===== src/sv/crq7_pkg.sv =====
// Shared constants, types and functions of the 8-bit CORDIC rotator.
package crq7_pkg;

  localparam int unsigned ITERATIONS_DEF = 8;
  localparam int unsigned ITERATIONS_MAX = 8;

  localparam int unsigned ANGLE_W = 10;
  localparam int unsigned DATA_W  = 8;
  localparam int unsigned XY_W    = 16;
  localparam int unsigned ACC_W   = 10;
  localparam int unsigned SUM_W   = 18;
  localparam int unsigned FRAC_W  = 7;

  localparam int unsigned QUARTER_TURN = 201;
  localparam logic [ANGLE_W-1:0] ANGLE_MASK = 10'b1111111100;

  localparam int SAT_MAX = 127;
  localparam int SAT_MIN = -128;

  localparam logic [1:0] QUAD_0 = 2'd0;
  localparam logic [1:0] QUAD_1 = 2'd1;
  localparam logic [1:0] QUAD_2 = 2'd2;
  localparam logic [1:0] QUAD_3 = 2'd3;

  typedef struct packed {
    logic signed [XY_W-1:0]  x;
    logic signed [XY_W-1:0]  y;
    logic signed [ACC_W-1:0] a;
    logic [1:0]              quad;
  } crq7_rot_t;

  function automatic logic signed [ACC_W-1:0] crq7_atan(input logic [2:0] idx);
    logic signed [ACC_W-1:0] v;
    case (idx)
      3'd0: v = 10'sh065;
      3'd1: v = 10'sh03B;
      3'd2: v = 10'sh01F;
      3'd3: v = 10'sh010;
      3'd4: v = 10'sh008;
      3'd5: v = 10'sh004;
      3'd6: v = 10'sh002;
      3'd7: v = 10'sh001;
      default: v = 10'sh000;
    endcase
    return v;
  endfunction

  function automatic logic signed [DATA_W-1:0] crq7_sat(input logic signed [SUM_W-1:0] s);
    logic signed [SUM_W-FRAC_W-1:0] r;
    logic signed [DATA_W-1:0]       v;
    r = (SUM_W-FRAC_W)'(s >>> FRAC_W);
    if (r > SAT_MAX) begin
      v = DATA_W'(SAT_MAX);
    end else if (r < SAT_MIN) begin
      v = DATA_W'(SAT_MIN);
    end else begin
      v = r[DATA_W-1:0];
    end
    return v;
  endfunction

endpackage


===== src/sv/crq7_if.sv =====
// Valid/ready channel interfaces for the rotator input and result streams.
interface crq7_in_if;
  import crq7_pkg::*;

  logic                       valid;
  logic                       ready;
  logic [ANGLE_W-1:0]         angle;
  logic signed [DATA_W-1:0]   x_in;
  logic signed [DATA_W-1:0]   y_in;

  modport source (output valid, output angle, output x_in, output y_in, input ready);
  modport sink   (input valid, input angle, input x_in, input y_in, output ready);
endinterface

interface crq7_out_if;
  import crq7_pkg::*;

  logic                       valid;
  logic                       ready;
  logic signed [DATA_W-1:0]   x_out;
  logic signed [DATA_W-1:0]   y_out;

  modport source (output valid, output x_out, output y_out, input ready);
  modport sink   (input valid, input x_out, input y_out, output ready);
endinterface


===== src/sv/crq7_stage.sv =====
// One registered CORDIC micro-rotation stage.
module crq7_stage #(
  parameter int unsigned SHIFT = 0
) (
  input  logic                clk_i,
  input  logic                rst_ni,
  input  logic                en_i,
  input  logic                valid_i,
  input  crq7_pkg::crq7_rot_t data_i,
  output logic                valid_o,
  output crq7_pkg::crq7_rot_t data_o
);
  import crq7_pkg::*;

  logic signed [XY_W-1:0]  sx;
  logic signed [XY_W-1:0]  sy;
  logic signed [ACC_W-1:0] atan;
  crq7_rot_t               data_d;
  crq7_rot_t               data_q;
  logic                    valid_q;

  assign sx   = data_i.x >>> SHIFT;
  assign sy   = data_i.y >>> SHIFT;
  assign atan = crq7_atan(3'(SHIFT));

  always_comb begin
    data_d.quad = data_i.quad;
    if (!data_i.a[ACC_W-1]) begin
      data_d.x = data_i.x - sy;
      data_d.y = data_i.y + sx;
      data_d.a = data_i.a - atan;
    end else begin
      data_d.x = data_i.x + sy;
      data_d.y = data_i.y - sx;
      data_d.a = data_i.a + atan;
    end
  end

  always_ff @(posedge clk_i or negedge rst_ni) begin
    if (!rst_ni) begin
      valid_q <= 1'b0;
    end else if (en_i) begin
      valid_q <= valid_i;
    end
  end

  always_ff @(posedge clk_i) begin
    if (en_i) begin
      data_q <= data_d;
    end
  end

  assign valid_o = valid_q;
  assign data_o  = data_q;

endmodule


===== src/sv/cordic_rotator_q7_top.sv =====
// Top level of the pipelined 8-bit CORDIC vector rotator.
//
//   channel  dir  payload                   transfer
//   in_i     in   angle, x_in, y_in         valid && ready
//   out_o    out  x_out, y_out              valid && ready
//
// Registers in order: angle reduction, one stage per micro-rotation,
// gain scaling, then saturation and quadrant turn into the output.
// One item enters every cycle while the output is not stalled; each stage holds one item.
// Reset clears every stage valid bit; data registers are not reset.
// A stalled output freezes the whole pipeline, so input ready drops.
module cordic_rotator_q7_top #(
  parameter int unsigned ITERATIONS = crq7_pkg::ITERATIONS_DEF
) (
  input  logic       clk_i,
  input  logic       rst_ni,
  crq7_in_if.sink    in_i,
  crq7_out_if.source out_o
);
  import crq7_pkg::*;

  logic                     en;
  logic [ANGLE_W-1:0]       ang_m;
  logic [ANGLE_W-1:0]       rem;
  logic [1:0]               quad;
  crq7_rot_t                red_d;

  logic [ITERATIONS:0]      stg_valid;
  crq7_rot_t                stg_data [ITERATIONS+1];

  logic                     red_valid_q;
  crq7_rot_t                red_q;

  logic signed [SUM_W-1:0]  scl_x_d;
  logic signed [SUM_W-1:0]  scl_y_d;
  logic signed [SUM_W-1:0]  scl_x_q;
  logic signed [SUM_W-1:0]  scl_y_q;
  logic [1:0]               scl_quad_q;
  logic                     scl_valid_q;

  logic signed [DATA_W-1:0] sat_x;
  logic signed [DATA_W-1:0] sat_y;
  logic signed [DATA_W-1:0] rot_x_d;
  logic signed [DATA_W-1:0] rot_y_d;
  logic signed [DATA_W-1:0] out_x_q;
  logic signed [DATA_W-1:0] out_y_q;
  logic                     out_valid_q;

  assign en         = out_o.ready || !out_valid_q;
  assign in_i.ready = en;

  assign ang_m = in_i.angle & ANGLE_MASK;

  always_comb begin
    if (ang_m >= ANGLE_W'(5 * QUARTER_TURN)) begin
      quad = QUAD_1;
      rem  = ang_m - ANGLE_W'(5 * QUARTER_TURN);
    end else if (ang_m >= ANGLE_W'(4 * QUARTER_TURN)) begin
      quad = QUAD_0;
      rem  = ang_m - ANGLE_W'(4 * QUARTER_TURN);
    end else if (ang_m >= ANGLE_W'(3 * QUARTER_TURN)) begin
      quad = QUAD_3;
      rem  = ang_m - ANGLE_W'(3 * QUARTER_TURN);
    end else if (ang_m >= ANGLE_W'(2 * QUARTER_TURN)) begin
      quad = QUAD_2;
      rem  = ang_m - ANGLE_W'(2 * QUARTER_TURN);
    end else if (ang_m >= ANGLE_W'(QUARTER_TURN)) begin
      quad = QUAD_1;
      rem  = ang_m - ANGLE_W'(QUARTER_TURN);
    end else begin
      quad = QUAD_0;
      rem  = ang_m;
    end
    red_d.x    = {in_i.x_in[DATA_W-1], in_i.x_in, FRAC_W'(0)};
    red_d.y    = {in_i.y_in[DATA_W-1], in_i.y_in, FRAC_W'(0)};
    red_d.a    = $signed(ACC_W'(rem));
    red_d.quad = quad;
  end

  always_ff @(posedge clk_i or negedge rst_ni) begin
    if (!rst_ni) begin
      red_valid_q <= 1'b0;
    end else if (en) begin
      red_valid_q <= in_i.valid;
    end
  end

  always_ff @(posedge clk_i) begin
    if (en) begin
      red_q <= red_d;
    end
  end

  assign stg_valid[0] = red_valid_q;
  assign stg_data[0]  = red_q;

  for (genvar k = 0; k < ITERATIONS; k++) begin : g_stage
    crq7_stage #(
      .SHIFT(k)
    ) u_stage (
      .clk_i  (clk_i),
      .rst_ni (rst_ni),
      .en_i   (en),
      .valid_i(stg_valid[k]),
      .data_i (stg_data[k]),
      .valid_o(stg_valid[k+1]),
      .data_o (stg_data[k+1])
    );
  end

  assign scl_x_d = SUM_W'(stg_data[ITERATIONS].x >>> 6) + SUM_W'(stg_data[ITERATIONS].x >>> 5)
                 + SUM_W'(stg_data[ITERATIONS].x >>> 4) + SUM_W'(stg_data[ITERATIONS].x >>> 1);
  assign scl_y_d = SUM_W'(stg_data[ITERATIONS].y >>> 6) + SUM_W'(stg_data[ITERATIONS].y >>> 5)
                 + SUM_W'(stg_data[ITERATIONS].y >>> 4) + SUM_W'(stg_data[ITERATIONS].y >>> 1);

  always_ff @(posedge clk_i or negedge rst_ni) begin
    if (!rst_ni) begin
      scl_valid_q <= 1'b0;
    end else if (en) begin
      scl_valid_q <= stg_valid[ITERATIONS];
    end
  end

  always_ff @(posedge clk_i) begin
    if (en) begin
      scl_x_q    <= scl_x_d;
      scl_y_q    <= scl_y_d;
      scl_quad_q <= stg_data[ITERATIONS].quad;
    end
  end

  assign sat_x = crq7_sat(scl_x_q);
  assign sat_y = crq7_sat(scl_y_q);

  always_comb begin
    case (scl_quad_q)
      QUAD_1: begin
        rot_x_d = DATA_W'(-sat_y);
        rot_y_d = sat_x;
      end
      QUAD_2: begin
        rot_x_d = DATA_W'(-sat_x);
        rot_y_d = DATA_W'(-sat_y);
      end
      QUAD_3: begin
        rot_x_d = sat_y;
        rot_y_d = DATA_W'(-sat_x);
      end
      default: begin
        rot_x_d = sat_x;
        rot_y_d = sat_y;
      end
    endcase
  end

  always_ff @(posedge clk_i or negedge rst_ni) begin
    if (!rst_ni) begin
      out_valid_q <= 1'b0;
    end else if (en) begin
      out_valid_q <= scl_valid_q;
    end
  end

  always_ff @(posedge clk_i) begin
    if (en) begin
      out_x_q <= rot_x_d;
      out_y_q <= rot_y_d;
    end
  end

  assign out_o.valid = out_valid_q;
  assign out_o.x_out = out_x_q;
  assign out_o.y_out = out_y_q;

endmodule


===== src/flat_wrapper.sv =====
// flat-port wrapper written by rule: the top's interface ports become plain ports
module cordic_rotator_q7_top_flat import crq7_pkg::*;
#(
  parameter int unsigned ITERATIONS = crq7_pkg::ITERATIONS_DEF
)
  (clk_i, rst_ni, in_i_valid, in_i_angle, in_i_x_in, in_i_y_in, in_i_ready, out_o_valid, out_o_x_out, out_o_y_out, out_o_ready);
  crq7_in_if in_i_i ();
  crq7_out_if out_o_i ();
  input  logic clk_i;
  input  logic rst_ni;
  input wire logic [$bits(in_i_i.valid)-1:0] in_i_valid;
  input wire logic [$bits(in_i_i.angle)-1:0] in_i_angle;
  input wire logic [$bits(in_i_i.x_in)-1:0] in_i_x_in;
  input wire logic [$bits(in_i_i.y_in)-1:0] in_i_y_in;
  output wire logic [$bits(in_i_i.ready)-1:0] in_i_ready;
  output wire logic [$bits(out_o_i.valid)-1:0] out_o_valid;
  output wire logic [$bits(out_o_i.x_out)-1:0] out_o_x_out;
  output wire logic [$bits(out_o_i.y_out)-1:0] out_o_y_out;
  input wire logic [$bits(out_o_i.ready)-1:0] out_o_ready;
  assign in_i_i.valid = in_i_valid;
  assign in_i_i.angle = in_i_angle;
  assign in_i_i.x_in = in_i_x_in;
  assign in_i_i.y_in = in_i_y_in;
  assign in_i_ready = in_i_i.ready;
  assign out_o_valid = out_o_i.valid;
  assign out_o_x_out = out_o_i.x_out;
  assign out_o_y_out = out_o_i.y_out;
  assign out_o_i.ready = out_o_ready;
  cordic_rotator_q7_top #(.ITERATIONS(ITERATIONS)) u_core (.clk_i(clk_i), .rst_ni(rst_ni), .in_i(in_i_i), .out_o(out_o_i));
endmodule

===== config.mk =====
export PLATFORM = sky130hd
export DESIGN_NAME = cordic_rotator_q7_top_flat
export DESIGN_NICKNAME = d
export VERILOG_FILES = /design/src/sv/crq7_pkg.sv /design/src/sv/crq7_if.sv /design/src/sv/crq7_stage.sv /design/src/sv/cordic_rotator_q7_top.sv /design/src/flat_wrapper.sv
export SDC_FILE = /design/constraint.sdc
export NUM_CORES = 1
export LEC_CHECK = 0
export ABC_AREA = 1
export BUFFER_PORTS_ARGS = -buffer_cell sky130_fd_sc_hd__buf_4
export CORE_MARGIN = 2
export CORE_UTILIZATION = 55
export DETAILED_ROUTE_END_ITERATION = 7
export PLACE_DENSITY = 0.79
export SLEW_MARGIN = 20
export SYNTH_ARGS = -nofsm -noshare
export SYNTH_HDL_FRONTEND = slang
export SYNTH_SLANG_ARGS = --single-unit

===== constraint.sdc =====
create_clock -name clk_i -period 16.45 [get_ports clk_i]
set_input_delay 1.645 -clock clk_i [delete_from_list [all_inputs] [get_ports clk_i]]
set_output_delay 1.645 -clock clk_i [all_outputs]
set_load 0.05 [all_outputs]

== Word-level counts from Yosys, hierarchy flattened ==
Index checks and enable logic that the tools add are counted.
Word-level totals
  flip-flop bits (word level): 435
  output and inout bits: 18
Cells by class
  add/sub/neg operators: 60
  magnitude comparators: 9
  eq/ne operators: 3
  multiplexer cells: 23
  reduce and logical (&&, ||, !) cells: 3
Operators by type and width (count)
  two-way mux 42 bit: 8
  two-way mux 10 bit: 5
  case mux 8 bit (3 select lines): 2
  adder 18 x 15 -> 18 bit: 2
  adder 16 x 10 -> 16 bit: 2
  adder 16 x 11 -> 16 bit: 2
  adder 16 x 12 -> 16 bit: 2
  adder 16 x 13 -> 16 bit: 2
  adder 16 x 14 -> 16 bit: 2
  adder 16 x 15 -> 16 bit: 2
  adder 16 x 9 -> 16 bit: 2
  two-way mux 8 bit: 4
  subtractor 15 x 15 -> 16 bit: 2
  subtractor 16 x 10 -> 16 bit: 2
  subtractor 16 x 11 -> 16 bit: 2
  subtractor 16 x 12 -> 16 bit: 2
  subtractor 16 x 13 -> 16 bit: 2
  subtractor 16 x 14 -> 16 bit: 2
  subtractor 16 x 15 -> 16 bit: 2
  subtractor 16 x 9 -> 16 bit: 2
  greater-or-equal comparator 10 bit, second input constant: 3
  subtractor 10 bit, second input constant: 3
  adder 12 x 12 -> 13 bit: 2
  adder 10 x 11 -> 12 bit: 2
  28 further kinds: 37

== Longest topological paths before layout ==
Gate-level depths: netlist of run 1.
  depth in word-level cells: 6
  mapped depth: 19
  depth with buffers taken out: 19

== By module ==
A second synthesis of run 1 with hierarchy kept.
Second synthesis, totals
  cells, all modules: 5097
  area, all modules: 39008.7 µm²
Modules (own cells, without submodules)
  cordic_rotator_q7_top: instances 1, cells an instance 738, area an instance 6019.5 µm²
  crq7_stage (u_core.g_stage[0].u_stage): instances 1, cells an instance 696, area an instance 4890.9 µm²
  crq7_stage (u_core.g_stage[1].u_stage): instances 1, cells an instance 600, area an instance 4386.7 µm²
  crq7_stage (u_core.g_stage[2].u_stage): instances 1, cells an instance 512, area an instance 4087.7 µm²
  crq7_stage (u_core.g_stage[6].u_stage): instances 1, cells an instance 539, area an instance 4048.9 µm²
  crq7_stage (u_core.g_stage[7].u_stage): instances 1, cells an instance 540, area an instance 4027.6 µm²
  crq7_stage (u_core.g_stage[3].u_stage): instances 1, cells an instance 504, area an instance 3878.7 µm²
  crq7_stage (u_core.g_stage[5].u_stage): instances 1, cells an instance 496, area an instance 3842.4 µm²
  crq7_stage (u_core.g_stage[4].u_stage): instances 1, cells an instance 472, area an instance 3826.2 µm²

== Worst setup path after synthesis of run 1 ==
No wires, ideal clock.
  kind: input-to-output
  start point: input port out_o_ready
  end point: output port in_i_ready
  data arrival time: 11750 ps
  data required time: 14805 ps
  slack: 3055 ps
  cell stages on the path: 3
  cells stage by stage: inv_1 -> nand2_1 -> clkbuf_1
Between the ends
  cells in the longest elaborated chain, start to end: 1
Ends and longest elaborated chain
  start, declared: line flat_wrapper.sv:19  | input wire logic [$bits(out_o_i.ready)-1:0] out_o_ready;
  logical OR 1 bit: line cordic_rotator_q7_top.sv:49  | assign en = out_o.ready || !out_valid_q;
  end, declared: line flat_wrapper.sv:15  | output wire logic [$bits(in_i_i.ready)-1:0] in_i_ready;
No other way between the ends.

== Final worst setup path of run 1 ==
Ends and elaborated chain as after synthesis.

==> impl_metrics.py, run 1 <==
metrics = {
    "sta": {
        "layout_min_cycle_time_ns": 4.44,
        "hold-worst-slack_ns": 0.418,
        "final_hold_viol_count": 0,
        "period_share_pct": 27.0,
        "worst_clock_skew_ns": 0.0304,
        "final_max_slew_viol_count": 0,
        "achievable-frequency_ghz": 0.225,
        "setup_repair_after_global_routing_missed_its_margin": "no",
        "worstMarginPinSlew_ns": 0.956,
        "max_slew_margin_pct": 36.3,
        "final.setup.tns_ns": 0,
        "setup_violations": 0,
    },
    "setup_path": {
        "timing.critical_path.slowest_stage_cell": "sky130_fd_sc_hd__nand2_4",
        "worst-endpoint-arrival_ns": 2.79,
        "ff2ff_setup_slack_ns": 12.69,
        "cp-end-kind": "primary output",
        "timing.critical_path.required_ns": 14.80,
        "timing.critical_path.from_type": "input port",
        "cp_num_buf_inv": 3,
        "worst-r2r-cell-count": 13,
        "slowest_delay_ns": 0.64,
        "crit_type": "in2out",
        "cp_cell_sequence": "buf_4, inv_1, nand2_4, buf_4",
        "regToRegEndpoint": "u_core.scl_x_q[14]",
        "timing.critical_path.max_delay_family": "simple AND/OR/NAND/NOR gates",
        "critPathMaxFanout": 75,
        "reg_to_reg_start": "u_core.g_stage[7].u_stage.data_o[36]",
        "critical-path-top-cell-by-count": "sky130_fd_sc_hd__buf_4",
    },
    "detailed_routing": {
        "wirelength_mm": 64.4,
        "via_per_inst": 5.52,
        "remaining_drc_errors": 0,
        "drc_marker_count_from_the_first_detailed_route_iteration": 1845,
        "num_vias": 23600,
        "detailedRoute.firstPassIterationCount": 6,
        "routed_wire_length_per_instance_um": 15.1,
        "ant_nets": 0,
    },
    "min_path": {
        "worst_hold_path.num_cells": 0,
        "min-delay-start": "u_core.red_q[1]",
        "end_of_the_worst_hold_path": "u_core.g_stage[0].u_stage.data_o[1]",
        "worstHoldPathType": "reg2reg",
    },
    "clock_tree": {
        "cts_buffers": 42,
        "clock_sink_count": 361,
        "tritoncts_clock_tree": "done",
        "cts.hold.buffers_added": 0,
        "clk_root_buffer_cell": "sky130_fd_sc_hd__clkbuf_16",
        "post_cts.resized_instances": 0,
        "path_clk_slew_ns": 0.05,
        "worstSkewPairLatency_ns": 0.59,
        "clock_tree.htree_level_count": 2,
        "clock_path_buffers": 3,
        "post_cts_buffers": 0,
    },
    "logic_synthesis": {
        "synth.largest_area_cell": "sky130_fd_sc_hd__edfxtp_1",
        "synthTopCellsByArea": "sky130_fd_sc_hd__edfxtp_1 (36%), sky130_fd_sc_hd__ha_1 (13%), sky130_fd_sc_hd__nand2_1 (9.1%)",
        "synth_cells": 3495,
        "synth.cell_area_um2": 29500,
        "number_of_flops_mapped_to_enable_cells_by_yosys": 350,
        "synth_warnings": 0,
        "synth_seq_area_share_pct": 36.6,
        "post-synth-top-count-cell": "sky130_fd_sc_hd__nand2_1",
        "mappedNetlistNets": 3881,
        "yosysUniqueCellTypes": 46,
        "synth_area_per_inst_um2": 8.44,
        "ys_top_cells_by_count": "sky130_fd_sc_hd__nand2_1 (712), sky130_fd_sc_hd__inv_1 (478), sky130_fd_sc_hd__edfxtp_1 (350), sky130_fd_sc_hd__ha_1 (314), sky130_fd_sc_hd__a21oi_1 (289)",
        "yosys.area.top_type_share_pct": 35.6,
        "predominant_post_synthesis_flop_cell": "sky130_fd_sc_hd__edfxtp_1",
        "postSynth.asyncResetShare_pct": 3.05,
        "ys_seq_elements": 361,
    },
    "grt": {
        "grt_overflow": 0,
        "grt_first_pass_wirelength_mm": 107,
        "first_global_vias": 22551,
        "initial_antenna_violation_count": 0,
        "grt_max_degree": 168,
        "global_route.usage.total_pct": 23.2,
    },
    "floorplanning": {
        "die_width_um": 236,
        "core_area_um2": 52800,
        "core.rowCount": 84,
        "initial_core_util_pct": 55.9,
        "top_level_ports": 48,
        "die_height_um": 236,
        "die-area_um2": 55500,
    },
    "place": {
        "dp_wirelength_mm": 50.0,
        "place.detailed.instances": 4200,
        "finalWeightedCongestion": 0.919,
        "place.port_buffers": 45,
    },
    "cells_and_area": {
        "num_antenna_cells": 0,
        "layout-drive-gt1-share_pct": 3.85,
        "finalNetCount": 3942,
        "post_layout_nonfiller_instances": 4274,
        "area.growth.synth_to_final_pct": 8.40,
        "utilization_pct": 60.6,
    },
    "run_status": {
        "run_status": "completed",
    },
    "run": {
        "cap_viol_max_count": 0,
    },
}
[cells in the final DEF, fill, tap and decap left out, types with 11 or more instances in the layout]
cell	instances
sky130_fd_sc_hd__nor2_1	225
sky130_fd_sc_hd__nand3_1	213
sky130_fd_sc_hd__a21oi_1	289
sky130_fd_sc_hd__o2111ai_1	12
sky130_fd_sc_hd__o211ai_1	11
sky130_fd_sc_hd__o21bai_1	26
sky130_fd_sc_hd__xnor2_1	66
sky130_fd_sc_hd__nor3_1	48
sky130_fd_sc_hd__fa_1	42
sky130_fd_sc_hd__a21boi_0	18
sky130_fd_sc_hd__buf_4	48
sky130_fd_sc_hd__nand3b_1	12
sky130_fd_sc_hd__o31ai_1	21
sky130_fd_sc_hd__xor2_1	280
sky130_fd_sc_hd__nand2_1	711
sky130_fd_sc_hd__nand4_1	49
sky130_fd_sc_hd__clkbuf_16	43
sky130_fd_sc_hd__a31oi_1	32
sky130_fd_sc_hd__ha_1	314
sky130_fd_sc_hd__inv_1	478
sky130_fd_sc_hd__edfxtp_1	350
sky130_fd_sc_hd__a21o_1	20
sky130_fd_sc_hd__dfrtp_1	11
sky130_fd_sc_hd__o21ai_0	177
[layer usage]
metal / GRT usage [%] / share of wire [%] / up-vias / wire length [um]
met1: 30.0 / 44 / 10861 / 28400
met4: 7.93 / 3.2 / 0 / 2040
met3: 2.58 / 4.8 / 133 / 3120
li1: - / - / 11998 / -
met2: 40.4 / 48 / 608 / 30800
met5: 0 / 0 / - / 0
[flip-flops by register name, indices dropped and copies added, names as in the netlist]
| name | cells |
|---|---|
| u_core.scl_valid_q | 1 |
| u_core.red_q | 27 |
| u_core.out_o.y_out | 8 |
| u_core.red_valid_q | 1 |
| u_core.scl_quad_q | 2 |
| u_core.g_stage.u_stage.data_o | 287 |
| u_core.scl_y_q | 9 |
| u_core.out_o.x_out | 8 |
| u_core.scl_x_q | 9 |
| u_core.g_stage.u_stage.valid_o | 8 |
| u_core.out_o.valid | 1 |
[worst max path at each step]
stage                      from                             endpoint  slack [ns]  depth (start not counted)
detailed placement  out_o_ready  u_core.g_stage[5].u_stage.data_o[5]       11.92                          5
floorplan           out_o_ready                           in_i_ready        3.05                          3
global route        out_o_ready                           in_i_ready       11.93                          4
finish              out_o_ready                           in_i_ready       12.01                          4
global placement    out_o_ready  u_core.g_stage[5].u_stage.data_o[4]       11.99                          5
CTS                 out_o_ready                           in_i_ready       12.01                          4
[cell type report]
cell class | count | area, um2
clock buffer | 54 | 1140
clock inverter | 20 | 234
fill | 4522 | 20800
inverter | 483 | 1810
multi-input combinational | 2619 | 16800
sequential | 361 | 10800
tap | 688 | 861
timing repair buffer | 49 | 380
[cells by family (layout without fill, tap and decap cells)]
group | Yosys count | count (layout) | synth area share [%]
buffers and inverters | 515 | 606 | 6.63
AO/OA/AOI/OAI | 628 | 628 | 11.9
AND/OR/NAND/NOR | 1286 | 1286 | 18.3
multiplexers | 3 | 3 | 0.106
adder cells (fa/ha/maj) | 356 | 356 | 16.2
XOR/XNOR | 346 | 346 | 10.3
flip-flops | 361 | 361 | 36.6
[per-stage QoR]
stage,setup WS (ns),instance area [um2]
finish,12.01,32000
global placement,11.99,30600
detailed placement,11.92,30600
global route,11.93,32000
CTS,12.01,32000
floorplan,3.05,29500
Power of run 1 is left out: the tool's default activity adds up to more than one toggle a clock period on the data nets, which glitch-free logic cannot reach.
==> run 2, diff against run 1 <==
Settings changed: PLACE_DENSITY 0.79 to 0.82.
Clock period 16.45 ns to 3.9 ns, I/O delays scaled along.
==> run 2 against run 1 <==
Against the previous run: non-clock buffer count increased by 40; critical path depth increased by 13; design area increased by 1.5%; count of clock-buffer cells in the layout decreased by 8; final cell count increased by 1.1%; clock skew decreased by 0.0032 ns; via count increased by 1.1%; die area unchanged; register-to-register slack got worse by 12 ns; critical path type is now reg2reg; critical endpoint is now u_core.scl_x_q[14].
==> impl_metrics.py, run 2 (synthesized netlist as in run 1, its figures left out) <==
metrics = {
    "clock_tree": {
        "clock_sink_count": 361,
        "path_clk_slew_ns": 0.06,
        "clk_root_buffer_cell": "sky130_fd_sc_hd__clkbuf_16",
        "tritoncts_clock_tree": "done",
        "clock_tree.htree_level_count": 2,
        "worstSkewPairLatency_ns": 0.60,
        "clock_path_buffers": 3,
        "cts_buffers": 43,
    },
    "sta": {
        "hold-worst-slack_ns": 0.168,
        "setup_repair_after_global_routing_missed_its_margin": "yes",
        "layout_min_cycle_time_ns": 3.62,
        "final_max_slew_viol_count": 0,
        "period_share_pct": 92.8,
        "worstMarginPinSlew_ns": 0.930,
        "max_slew_margin_pct": 38.0,
        "setup_violations": 0,
        "setup_ws_ns": 0.280,
        "worst_clock_skew_ns": 0.0272,
        "final.setup.tns_ns": 0,
        "achievable-frequency_ghz": 0.276,
        "final_hold_viol_count": 0,
    },
    "setup_path": {
        "cp-end-kind": "flip-flop",
        "slowest_delay_ns": 0.53,
        "cp_num_buf_inv": 3,
        "cp_cell_sequence": "inv_1, fa_1, inv_1, ha_1, fa_1, nand3_1, nand2_1, a21oi_1, o21ai_0, xor2_1, inv_1, ha_1, nand2_1, o21ai_0, a21oi_1, nand2_1, a21o_1",
        "timing.critical_path.slowest_stage_cell": "sky130_fd_sc_hd__fa_1",
        "worst-endpoint-arrival_ns": 3.95,
        "timing.critical_path.required_ns": 4.23,
        "crit_path_start": "u_core.g_stage[7].u_stage.data_o[33]",
        "timing.critical_path.max_delay_family": "adder cells",
        "crit_type": "reg2reg",
        "critPathMaxFanout": 4,
        "timing.critical_path.from_type": "flip-flop",
        "reg_to_reg_start": "u_core.g_stage[7].u_stage.data_o[33]",
    },
    "cells_and_area": {
        "area.growth.synth_to_final_pct": 10.0,
        "num-fill-cells": 4327,
        "largest_register_ffs": 287,
        "layout_common_cells": "sky130_fd_sc_hd__nand2_1 (711), sky130_fd_sc_hd__inv_1 (478), sky130_fd_sc_hd__edfxtp_1 (350)",
        "num_antenna_cells": 0,
        "finalNetCount": 3983,
        "mostFrequentLayoutCell": "sky130_fd_sc_hd__nand2_1",
        "footprint_of_the_multi_input_gates_um2": 16800,
        "regArea_um2": 10800,
        "layout-drive-gt1-share_pct": 4.79,
    },
    "floorplanning": {
        "die-area_um2": 55500,
        "top_level_ports": 48,
        "die_height_um": 236,
        "core.rowCount": 84,
        "initial_core_util_pct": 55.9,
        "core_area_um2": 52800,
        "die_width_um": 236,
    },
    "grt": {
        "global_route.usage.total_pct": 23.3,
        "grt_max_degree": 89,
        "grt_overflow": 0,
        "grt_first_pass_wirelength_mm": 108,
        "first_global_vias": 23052,
        "initial_antenna_violation_count": 0,
    },
    "detailed_routing": {
        "num_vias": 23864,
        "via_per_inst": 5.52,
        "routed_wire_length_per_instance_um": 15.0,
        "drc_marker_count_from_the_first_detailed_route_iteration": 1418,
        "remaining_drc_errors": 0,
        "detailedRoute.firstPassIterationCount": 6,
        "wirelength_mm": 64.6,
        "ant_nets": 0,
    },
    "run_status": {
        "run_status": "completed",
    },
    "run": {
        "cap_viol_max_count": 0,
    },
    "place": {
        "dp_wirelength_mm": 50.3,
        "finalWeightedCongestion": 0.948,
        "place.port_buffers": 45,
        "place_ws_ns": 0.207,
    },
    "min_path": {
        "worstHoldPathType": "in2reg",
        "min-delay-start": "in_i_angle[2]",
    },
}
run 2: cell count changes in the layout (fill, tap and decap cells not counted), sizes merged:
cell         before  now
buf              49   71
bufinv            4    6
clkbuf           54   46
clkinv           15   21
clkinvlp          2    4
dlygate4sd3       0   18
inv             482  486
run 2: repair_timing:
action                                 CTS  global route
gates resized for setup                  0             6
setup endpoints to repair                0             6
setup buffers                            0             8
hold buffers                            18             0
endpoints found under the hold margin   28             0
run 2: final timing paths:
kind                                                       endpoint  slack (ns)  cells past startpoint
min in group asynchronous         u_core.g_stage[2].u_stage.valid_o        0.19                      2
worst max-delay path                             u_core.scl_x_q[14]        0.28                     17
worst max register to register                   u_core.scl_x_q[14]        0.28                     17
worst min-delay path                                u_core.red_q[4]        0.17                      2
worst min register to register  u_core.g_stage[2].u_stage.data_o[1]        0.42                      0
max in group asynchronous                        u_core.scl_valid_q        3.55                      2
run 2: metrics by stage:
step	cells	instance area [um2]	util, %
2_1_floorplan	3495	29500	-
3_3_place_gp	4214	30700	58.3
3_5_place_dp	4214	30700	58.3
4_1_cts	4312	32400	61.4
5_1_grt	4320	32500	61.5
6_report	4320	32500	61.5
run 2: cell type report:
| class | count | area share (%) |
|---|---|---|
| multi-input cells | 2619 | 51.7 |
| clock inverters | 34 | 1.15 |
| repair buffers | 89 | 2.31 |
| flip-flops and latches | 361 | 33.2 |
| well taps | 688 | 2.65 |
| clock buffers | 46 | 3.35 |
| inverters | 483 | 5.59 |
run 2: metal layers:
layer  up-vias  track usage [%]  share of wire, %
li1      12093                -                 -
met3       166             3.27               4.6
met2       648             41.6                49
met5         -                0                 0
met4         0             10.2               4.4
met1     10957             27.9                42
Power of run 2 is left out for the same reason.
